File: config.mk
export PLATFORM = sky130hd
export DESIGN_NAME = closest_point_on_polyline_flat
export DESIGN_NICKNAME = d
export VERILOG_FILES = /design/src/cpp_pkg.sv /design/src/cpp_in_if.sv /design/src/cpp_out_if.sv /design/src/closest_point_on_polyline.sv /design/src/cpp_mul.sv /design/src/cpp_div.sv /design/src/flat_wrapper.sv
export SDC_FILE = /design/constraint.sdc
export NUM_CORES = 2
export LEC_CHECK = 0
export BUFFER_PORTS_ARGS = -buffer_cell sky130_fd_sc_hd__buf_2
export CAP_MARGIN = 0
export CELL_PAD_IN_SITES_DETAIL_PLACEMENT = 0
export CELL_PAD_IN_SITES_GLOBAL_PLACEMENT = 1
export CORE_ASPECT_RATIO = 1.25
export CORE_UTILIZATION = 54
export CTS_CLUSTER_DIAMETER = 40
export DETAILED_ROUTE_END_ITERATION = 10
export PLACE_DENSITY = 0.83
export REMOVE_ABC_BUFFERS = 1
export SLEW_MARGIN = 5
export SYNTH_ARGS = -nofsm -noshare
export SYNTH_HDL_FRONTEND = slang
export SYNTH_HIERARCHICAL = 1
export SYNTH_SLANG_ARGS = --single-unit
File: constraint.sdc
create_clock -name clk -period 17.1 [get_ports clk]
set_input_delay 3.42 -clock clk [delete_from_list [all_inputs] [get_ports clk]]
set_output_delay 3.42 -clock clk [all_outputs]
set_load 0.05 [all_outputs]
File: src/cpp_pkg.sv
// ----------------------------------------------------------------------------
// cpp_pkg
// Shared constants and the sequencer state type for the polyline
// closest-point search.
// ----------------------------------------------------------------------------
`default_nettype none

package cpp_pkg;

  localparam int COORD_WIDTH_DEF = 16;
  localparam int PARAM_WIDTH_DEF = 16;
  // Projection fraction is always unsigned Q0.16
  localparam int FRAC_BITS = 16;

  typedef enum logic [4:0] {
    ST_IDLE,
    ST_PREP,
    ST_T0,
    ST_T1,
    ST_M0,
    ST_M1,
    ST_M2,
    ST_CMP,
    ST_DIV,
    ST_P0,
    ST_P1,
    ST_P2,
    ST_P3,
    ST_DX,
    ST_D0,
    ST_D1,
    ST_D2,
    ST_UPD,
    ST_OUT
  } cpp_state_t;

endpackage

`default_nettype wire

File: src/cpp_in_if.sv
// ----------------------------------------------------------------------------
// cpp_in_if
// Vertex request channel: valid/ready with one polyline sample.
// ----------------------------------------------------------------------------
`default_nettype none

interface cpp_in_if #(
  parameter int COORD_WIDTH = 16,
  parameter int PARAM_WIDTH = 16
);
  logic                          valid;
  logic                          ready;
  logic                          first_item;
  logic                          last_item;
  logic signed [COORD_WIDTH-1:0] query_x;
  logic signed [COORD_WIDTH-1:0] query_y;
  logic signed [COORD_WIDTH-1:0] vertex_x;
  logic signed [COORD_WIDTH-1:0] vertex_y;
  logic        [PARAM_WIDTH-1:0] vertex_param;

  modport source (
    output valid, first_item, last_item, query_x, query_y,
           vertex_x, vertex_y, vertex_param,
    input  ready
  );
  modport sink (
    input  valid, first_item, last_item, query_x, query_y,
           vertex_x, vertex_y, vertex_param,
    output ready
  );
endinterface

`default_nettype wire

File: src/cpp_out_if.sv
// ----------------------------------------------------------------------------
// cpp_out_if
// Result request channel: valid/ready with the closest point found.
// ----------------------------------------------------------------------------
`default_nettype none

interface cpp_out_if #(
  parameter int COORD_WIDTH = 16,
  parameter int PARAM_WIDTH = 16
);
  logic                          valid;
  logic                          ready;
  logic signed [COORD_WIDTH-1:0] closest_x;
  logic signed [COORD_WIDTH-1:0] closest_y;
  logic        [2*COORD_WIDTH:0] distance_sq;
  logic        [PARAM_WIDTH-1:0] closest_param;

  modport source (
    output valid, closest_x, closest_y, distance_sq, closest_param,
    input  ready
  );
  modport sink (
    input  valid, closest_x, closest_y, distance_sq, closest_param,
    output ready
  );
endinterface

`default_nettype wire

File: src/closest_point_on_polyline.sv
// ----------------------------------------------------------------------------
// closest_point_on_polyline
// Streaming search for the polyline point closest to a query point.
// ----------------------------------------------------------------------------
// Each vertex request after the first closes one segment from the previous
// vertex. A small sequencer drives one shared multiplier and a divider
// that makes one quotient bit per cycle. An interior projection takes the
// 16-step fraction divide plus nine passes through the multiplier; a first
// item and a segment whose projection clamps to an end skip the divide. A
// last item also loads the result register; the block is not ready while an
// item is in work or while a result waits for the previous one to be taken.
// ----------------------------------------------------------------------------
`default_nettype none

module closest_point_on_polyline
  import cpp_pkg::*;
#(
  parameter int COORD_WIDTH = COORD_WIDTH_DEF,
  parameter int PARAM_WIDTH = PARAM_WIDTH_DEF
) (
  input  wire logic  clk,
  input  wire logic  rst,
  cpp_in_if.sink     vertex,
  cpp_out_if.source  result
);

  localparam int CW  = COORD_WIDTH;
  localparam int PW  = PARAM_WIDTH;
  localparam int MW0 = (CW > PW) ? CW : PW;
  localparam int MW  = ((MW0 > FRAC_BITS) ? MW0 : FRAC_BITS) + 1;
  localparam int AW  = 2 * MW + 1;
  localparam int DW  = 2 * CW + 2;
  localparam logic signed [2*MW-1:0] HALF = (2*MW)'(1) << (FRAC_BITS - 1);

  cpp_state_t state, state_next;

  logic                 first_r, last_r;
  logic signed [CW-1:0] vx, vy, qx, qy, prev_vx, prev_vy;
  logic        [PW-1:0] vp, prev_vp;
  logic signed [CW:0]   mx, my, ax, ay, dx, dy;
  logic signed [PW:0]   dp;
  logic signed [AW-1:0] t_acc, mm_acc;
  logic [FRAC_BITS-1:0] frac;
  logic signed [CW-1:0] px, py, best_px, best_py;
  logic        [PW-1:0] pp, best_pp;
  logic        [DW-1:0] d, best_d;
  logic                 out_valid;
  logic signed [CW-1:0] res_x, res_y;
  logic        [2*CW:0] res_d;
  logic        [PW-1:0] res_p;

  logic signed [MW-1:0]   mul_a, mul_b;
  logic signed [2*MW-1:0] prod;
  logic signed [2*MW-1:0] rnd;
  logic                   div_start, div_done;
  logic [FRAC_BITS-1:0]   div_quo;
  logic                   out_free;

  assign vertex.ready         = (state == ST_IDLE);
  assign result.valid         = out_valid;
  assign result.closest_x     = res_x;
  assign result.closest_y     = res_y;
  assign result.distance_sq   = res_d;
  assign result.closest_param = res_p;
  assign out_free             = !out_valid || result.ready;
  assign div_start            = (state == ST_CMP) && (t_acc > 0) && (t_acc < mm_acc);
  // Round to nearest, ties toward plus infinity
  assign rnd                  = (prod + HALF) >>> FRAC_BITS;

  cpp_mul #(.MW(MW)) u_mul (
    .clk  (clk),
    .a    (mul_a),
    .b    (mul_b),
    .prod (prod)
  );

  cpp_div #(.AW(AW)) u_div (
    .clk   (clk),
    .rst   (rst),
    .start (div_start),
    .num   (t_acc),
    .den   (mm_acc),
    .done  (div_done),
    .quo   (div_quo)
  );

  // Operand select for the shared multiplier
  always_comb begin
    mul_a = MW'(mx);
    mul_b = MW'(ax);
    case (state)
      ST_T1: begin
        mul_a = MW'(my);
        mul_b = MW'(ay);
      end
      ST_M0: begin
        mul_a = MW'(mx);
        mul_b = MW'(mx);
      end
      ST_M1: begin
        mul_a = MW'(my);
        mul_b = MW'(my);
      end
      ST_P0: begin
        mul_a = MW'(mx);
        mul_b = MW'({1'b0, frac});
      end
      ST_P1: begin
        mul_a = MW'(my);
        mul_b = MW'({1'b0, frac});
      end
      ST_P2: begin
        mul_a = MW'(dp);
        mul_b = MW'({1'b0, frac});
      end
      ST_D0: begin
        mul_a = MW'(dx);
        mul_b = MW'(dx);
      end
      ST_D1: begin
        mul_a = MW'(dy);
        mul_b = MW'(dy);
      end
      default: begin
      end
    endcase
  end

  always_ff @(posedge clk) begin
    if (rst) begin
      state <= ST_IDLE;
    end else begin
      state <= state_next;
    end
  end

  always_comb begin
    state_next = state;
    case (state)
      ST_IDLE: if (vertex.valid) state_next = ST_PREP;
      ST_PREP: state_next = first_r ? ST_DX : ST_T0;
      ST_T0:   state_next = ST_T1;
      ST_T1:   state_next = ST_M0;
      ST_M0:   state_next = ST_M1;
      ST_M1:   state_next = ST_M2;
      ST_M2:   state_next = ST_CMP;
      ST_CMP:  state_next = div_start ? ST_DIV : ST_DX;
      ST_DIV:  if (div_done) state_next = ST_P0;
      ST_P0:   state_next = ST_P1;
      ST_P1:   state_next = ST_P2;
      ST_P2:   state_next = ST_P3;
      ST_P3:   state_next = ST_DX;
      ST_DX:   state_next = ST_D0;
      ST_D0:   state_next = ST_D1;
      ST_D1:   state_next = ST_D2;
      ST_D2:   state_next = ST_UPD;
      ST_UPD:  state_next = last_r ? ST_OUT : ST_IDLE;
      ST_OUT:  if (out_free) state_next = ST_IDLE;
      default: state_next = ST_IDLE;
    endcase
  end

  // Search state that reset clears
  always_ff @(posedge clk) begin
    if (rst) begin
      qx      <= '0;
      qy      <= '0;
      prev_vx <= '0;
      prev_vy <= '0;
      prev_vp <= '0;
      best_px <= '0;
      best_py <= '0;
      best_pp <= '0;
      best_d  <= '0;
    end else begin
      if (state == ST_IDLE && vertex.valid && vertex.first_item) begin
        qx <= vertex.query_x;
        qy <= vertex.query_y;
      end
      if (state == ST_UPD) begin
        if (first_r || d < best_d) begin
          best_px <= px;
          best_py <= py;
          best_pp <= pp;
          best_d  <= d;
        end
        prev_vx <= vx;
        prev_vy <= vy;
        prev_vp <= vp;
      end
    end
  end

  // Working datapath
  always_ff @(posedge clk) begin
    case (state)
      ST_IDLE: begin
        first_r <= vertex.first_item;
        last_r  <= vertex.last_item;
        vx      <= vertex.vertex_x;
        vy      <= vertex.vertex_y;
        vp      <= vertex.vertex_param;
      end
      ST_PREP: begin
        mx <= (CW+1)'(vx) - (CW+1)'(prev_vx);
        my <= (CW+1)'(vy) - (CW+1)'(prev_vy);
        ax <= (CW+1)'(qx) - (CW+1)'(prev_vx);
        ay <= (CW+1)'(qy) - (CW+1)'(prev_vy);
        dp <= $signed({1'b0, vp}) - $signed({1'b0, prev_vp});
        px <= vx;
        py <= vy;
        pp <= vp;
      end
      ST_T1: t_acc  <= AW'(prod);
      ST_M0: t_acc  <= t_acc + AW'(prod);
      ST_M1: mm_acc <= AW'(prod);
      ST_M2: mm_acc <= mm_acc + AW'(prod);
      ST_CMP: begin
        // Projection at or before the start clamps to the start vertex
        if (t_acc <= 0) begin
          px <= prev_vx;
          py <= prev_vy;
          pp <= prev_vp;
        end
      end
      ST_DIV: frac <= div_quo;
      ST_P1:  px <= prev_vx + CW'(rnd);
      ST_P2:  py <= prev_vy + CW'(rnd);
      ST_P3:  pp <= prev_vp + PW'(rnd);
      ST_DX: begin
        dx <= (CW+1)'(qx) - (CW+1)'(px);
        dy <= (CW+1)'(qy) - (CW+1)'(py);
      end
      ST_D1: d <= DW'(prod);
      ST_D2: d <= d + DW'(prod);
      default: begin
      end
    endcase
  end

  // Result register
  always_ff @(posedge clk) begin
    if (rst) begin
      out_valid <= 1'b0;
    end else if (state == ST_OUT && out_free) begin
      out_valid <= 1'b1;
    end else if (result.ready) begin
      out_valid <= 1'b0;
    end
  end

  always_ff @(posedge clk) begin
    if (state == ST_OUT && out_free) begin
      res_x <= best_px;
      res_y <= best_py;
      res_d <= best_d[2*CW:0];
      res_p <= best_pp;
    end
  end

endmodule

`default_nettype wire

File: src/cpp_mul.sv
// ----------------------------------------------------------------------------
// cpp_mul
// Shared signed multiplier with a registered product.
// ----------------------------------------------------------------------------
`default_nettype none

module cpp_mul #(
  parameter int MW = 17
) (
  input  wire logic                   clk,
  input  wire logic signed [MW-1:0]   a,
  input  wire logic signed [MW-1:0]   b,
  output logic signed [2*MW-1:0]      prod
);

  always_ff @(posedge clk) begin
    prod <= a * b;
  end

endmodule

`default_nettype wire

File: src/cpp_div.sv
// ----------------------------------------------------------------------------
// cpp_div
// Restoring divider for the projection fraction: num * 2^FRAC_BITS / den,
// one quotient bit per cycle. Requires num < den.
// ----------------------------------------------------------------------------
`default_nettype none

module cpp_div
  import cpp_pkg::*;
#(
  parameter int AW = 35
) (
  input  wire logic                 clk,
  input  wire logic                 rst,
  input  wire logic                 start,
  input  wire logic [AW-1:0]        num,
  input  wire logic [AW-1:0]        den,
  output logic                      done,
  output logic [FRAC_BITS-1:0]      quo
);

  localparam int CNTW = $clog2(FRAC_BITS + 1);

  logic            busy;
  logic [CNTW-1:0] cnt;
  logic [AW:0]     rem;
  logic [AW:0]     shifted;

  assign shifted = {rem[AW-1:0], 1'b0};
  assign done    = busy && (cnt == '0);

  always_ff @(posedge clk) begin
    if (rst) begin
      busy <= 1'b0;
      cnt  <= '0;
    end else if (start) begin
      busy <= 1'b1;
      cnt  <= CNTW'(FRAC_BITS);
    end else if (busy) begin
      if (cnt == '0) begin
        busy <= 1'b0;
      end else begin
        cnt <= cnt - 1'b1;
      end
    end
  end

  always_ff @(posedge clk) begin
    if (start) begin
      rem <= {1'b0, num};
      quo <= '0;
    end else if (busy && cnt != '0) begin
      if (shifted >= {1'b0, den}) begin
        rem <= shifted - {1'b0, den};
        quo <= {quo[FRAC_BITS-2:0], 1'b1};
      end else begin
        rem <= shifted;
        quo <= {quo[FRAC_BITS-2:0], 1'b0};
      end
    end
  end

endmodule

`default_nettype wire
File: src/flat_wrapper.sv
// flat-port wrapper written by rule: the top's interface ports become plain ports
module closest_point_on_polyline_flat import cpp_pkg::*;
#(
  parameter int COORD_WIDTH = COORD_WIDTH_DEF,
  parameter int PARAM_WIDTH = PARAM_WIDTH_DEF
)
  (clk, rst, vertex_valid, vertex_first_item, vertex_last_item, vertex_query_x, vertex_query_y, vertex_vertex_x, vertex_vertex_y, vertex_vertex_param, vertex_ready, result_valid, result_closest_x, result_closest_y, result_distance_sq, result_closest_param, result_ready);
  cpp_in_if #(.COORD_WIDTH(COORD_WIDTH), .PARAM_WIDTH(PARAM_WIDTH)) vertex_i ();
  cpp_out_if #(.COORD_WIDTH(COORD_WIDTH), .PARAM_WIDTH(PARAM_WIDTH)) result_i ();
  input  wire logic clk;
  input  wire logic rst;
  input wire logic [$bits(vertex_i.valid)-1:0] vertex_valid;
  input wire logic [$bits(vertex_i.first_item)-1:0] vertex_first_item;
  input wire logic [$bits(vertex_i.last_item)-1:0] vertex_last_item;
  input wire logic [$bits(vertex_i.query_x)-1:0] vertex_query_x;
  input wire logic [$bits(vertex_i.query_y)-1:0] vertex_query_y;
  input wire logic [$bits(vertex_i.vertex_x)-1:0] vertex_vertex_x;
  input wire logic [$bits(vertex_i.vertex_y)-1:0] vertex_vertex_y;
  input wire logic [$bits(vertex_i.vertex_param)-1:0] vertex_vertex_param;
  output wire logic [$bits(vertex_i.ready)-1:0] vertex_ready;
  output wire logic [$bits(result_i.valid)-1:0] result_valid;
  output wire logic [$bits(result_i.closest_x)-1:0] result_closest_x;
  output wire logic [$bits(result_i.closest_y)-1:0] result_closest_y;
  output wire logic [$bits(result_i.distance_sq)-1:0] result_distance_sq;
  output wire logic [$bits(result_i.closest_param)-1:0] result_closest_param;
  input wire logic [$bits(result_i.ready)-1:0] result_ready;
  assign vertex_i.valid = vertex_valid;
  assign vertex_i.first_item = vertex_first_item;
  assign vertex_i.last_item = vertex_last_item;
  assign vertex_i.query_x = vertex_query_x;
  assign vertex_i.query_y = vertex_query_y;
  assign vertex_i.vertex_x = vertex_vertex_x;
  assign vertex_i.vertex_y = vertex_vertex_y;
  assign vertex_i.vertex_param = vertex_vertex_param;
  assign vertex_ready = vertex_i.ready;
  assign result_valid = result_i.valid;
  assign result_closest_x = result_i.closest_x;
  assign result_closest_y = result_i.closest_y;
  assign result_distance_sq = result_i.distance_sq;
  assign result_closest_param = result_i.closest_param;
  assign result_i.ready = result_ready;
  closest_point_on_polyline #(.COORD_WIDTH(COORD_WIDTH), .PARAM_WIDTH(PARAM_WIDTH)) u_core (.clk(clk), .rst(rst), .vertex(vertex_i), .result(result_i));
endmodule
==> flow_metrics.env <==
export IMPL_drtPass1Iterations=5
export IMPL_route_vias_total=43583
export IMPL_run_status="finished clean"
export IMPL_clock_tree_buffer_depth=3
export IMPL_clock_fmax_ghz=0.110
export IMPL_fp_coreArea_um2=97900
export IMPL_fraction_of_final_layout_cells_with_drive_strength_greater_than_1_pct=9.18
export IMPL_finalHoldViolations=0
export IMPL_finalWorstPathRequiredPeriod_ns=9.05
export IMPL_clk_latency_ns=0.73
export IMPL_post_synth_cell_area_avg_um2=9.30
export IMPL_std_cell_rows=128
export IMPL_synthCells=5758
export IMPL_final_layout_worst_hold_slack_ns=0.422
export IMPL_io_pin_count=169
export IMPL_post_layout_nets=6696
export IMPL_yosysSeqAreaShare_pct=33.8
export IMPL_worst_path_max_fanout=19
export IMPL_worst_path_max_delay_cell="fa_1"
export IMPL_unrepaired_setup_endpoints_after_global_routing="false"
export IMPL_path_clk_slew_ns=0.06
export IMPL_dp_hpwl_um=125000
export IMPL_final_common_cell="nand2_1"
export IMPL_place_gp_congestion=0.965
export IMPL_regToRegStartpoint="u_core/state[3]"
export IMPL_drt_iter0_markers=3130
export IMPL_setup_total_neg_slack_ns=0
export IMPL_grt_pass1_wl_um=253000
export IMPL_ys_async_sr_fraction_pct=0
export IMPL_cp_slowest_stage_delay_ns=0.95
export IMPL_worst_path_most_repeated_cell="fa_1"
export IMPL_path_cells="nor2b_1 > nand2b_1 > nor2_1 > buf_4 > or3_1 > nand2_1 > nand4_1 > nand2_1 > inv_1 > fa_1 > fa_1 > fa_1 > fa_1 > fa_1 > fa_1 > ha_1 > a21oi_1 > o21ai_1 > a21o_1 > and2_1 > or2_2 > a21oi_1 > o21ai_1 > xnor2_1"
export IMPL_cell_area_synth_um2=53500
export IMPL_grt_util_all_layers_pct=33.0
export IMPL_synthFlopType="edfxtp_1"
export IMPL_tightestPinTransition_ns=1.29
export IMPL_die_height_um=354
export IMPL_drv_max_cap_violation_count=0
export IMPL_ctsHoldBuffers=0
export IMPL_timing_final_max_slew_violations=0
export IMPL_drc_violations_left=0
export IMPL_post_drt_via_cell_ratio=6.01
export IMPL_cts_resized=0
export IMPL_clock_sinks=677
export IMPL_number_of_buffers_inserted_by_post_cts_setup_repair=0
export IMPL_maximum_number_of_pins_on_one_net_before_global_route_repair=115
export IMPL_critPathLaunch="u_core/state[3]"
export IMPL_cts_htree_levels=3
export IMPL_tritoncts="done"
export IMPL_dp_slack_ns=8.19
export IMPL_initial_utilization_pct=54.7
export IMPL_timing_final_crit_share_pct=52.9
export IMPL_skew_ns=0.0593
export IMPL_synth_distinct_cells=95
export IMPL_setup_violations_final=0
export IMPL_antenna_violations_before_repair=3
export IMPL_ys_warnings_count=6
export IMPL_layout_common_cells="nand2_1 (684), inv_1 (579), edfxtp_1 (453)"
export IMPL_cts_inserted_buffers=107
export IMPL_layout_setup_ws_ns=8.05
export IMPL_cts_root_buf="clkbuf_16"
export IMPL_gr_total_overflow=0
export IMPL_holdCritStartpoint="u_core/best_d[22]"
export IMPL_die_width_um=284
export IMPL_drt_wirelength_per_cell_um=22.9
export IMPL_worst_slew_margin_rel_pct=12.8
export IMPL_timing_critical_path_arrival_ns=9.60
export IMPL_die_area_um2=100000
export IMPL_syn2layout_area_growth_pct=10.8
export IMPL_worst_ep_required_time_ns=17.65
export IMPL_utilization_of_the_core_after_routing_pct=60.6
export IMPL_timing_setup_critical_path_class="flip-flop to flip-flop"
export IMPL_synth_edff_count=453
export IMPL_ant_nets=0
export IMPL_wl_um=166000
export IMPL_nature_of_the_critical_path_startpoint="flip-flop"
export IMPL_buffer_ports_inserted=168
export IMPL_hold_class="flip-flop to flip-flop"
export IMPL_setup_worst_path_end_class="flip-flop"
export IMPL_ys_seq_elements=677
export IMPL_first_global_vias=42941
-- area by class of cell --
type / count / area [um2]
multi-input cells: 4249 / 32300
repair buffers: 234 / 1350
clock inverters: 81 / 901
well taps: 1300 / 1630
fillers: 8497 / 38500
inverters: 583 / 2190
diodes: 2 / 5.00
flip-flops and latches: 677 / 18100
clock buffers: 123 / 2840
-- Yosys cell counts, types with 164 or more instances --
library cell    n  area [um2]
xnor2_1       164        1440
and2_1        169        1060
nand3_1       207        1040
dfxtp_1       224        4480
a21oi_1       340        1700
ha_1          448        5610
edfxtp_1      453       13600
nor2_1        283        1060
fa_1          310        6210
nand2_1       686        2570
inv_1         581        2180
o21ai_0       230        1150
clkbuf_1      216         811
-- metrics by stage --
| stage | area, um2 | std cells |
|---|---|---|
| after floorplan | 52500 | 5509 |
| after global placement | 55600 | 7043 |
| after detailed placement | 55600 | 7043 |
| after CTS | 59300 | 7247 |
| after global routing | 59300 | 7247 |
| final | 59300 | 7249 |
-- cells by family after synthesis --
logic type | Yosys count | synth area share (%)
XOR/XNOR | 265 | 4.34
flip-flops | 677 | 33.8
AO/OA/AOI/OAI | 1223 | 14.9
buffers and inverters | 832 | 6.06
multiplexers | 17 | 0.325
adder cells (fa/ha/maj) | 758 | 22.1
AND/OR/NAND/NOR | 1986 | 18.5
-- sequential cells by signal, indices dropped and copies added, names as in the netlist, 17 cells and up --
register                   cells
u_core/ax                     17
u_core/u_div/rem              35
u_core/my                     17
u_core/dp                     17
u_core/mm_acc                 35
u_core/mx                     17
u_core/d                      34
u_core/t_acc                  35
u_core/ay                     17
u_core/best_d                 34
u_core/dx                     17
u_core/result.distance_sq     33
u_core/u_mul/prod             34
u_core/dy                     17
-- worst max-delay path: cells and delay by family (launching register included) --
kind | cells | cell delay, ns
buffers and inverters | 2 | 0.37
adders and majority gates | 7 | 3.94
AOI/OAI and AO/OA | 5 | 0.76
xor gates and xnor gates | 1 | 0.14
DFF | 1 | 0.63
and+or+nand+nor | 9 | 3.01
-- per-layer routing --
layer	vias to the layer above	global-route usage [%]	part of all wire [%]
met2	1427	56.5	49
li1	20612	-	-
met3	398	3.49	5.3
met4	0	22.2	7.3
met1	21146	39.2	39
met5	-	0	0
-- final timing paths --
| path | endpoint | slack [ns] | cells past startpoint |
|---|---|---|---|
| worst max-delay path | u_core/u_mul/prod[33] | 8.05 | 24 |
| worst min-delay path | u_core/result.distance_sq[22] | 0.42 | 0 |
| worst max register to register | u_core/u_mul/prod[33] | 8.05 | 24 |
| worst min register to register | u_core/result.distance_sq[22] | 0.42 | 0 |
Power is left out: the tool's default activity adds up to more than one toggle a clock period on the data nets, which glitch-free logic cannot reach.
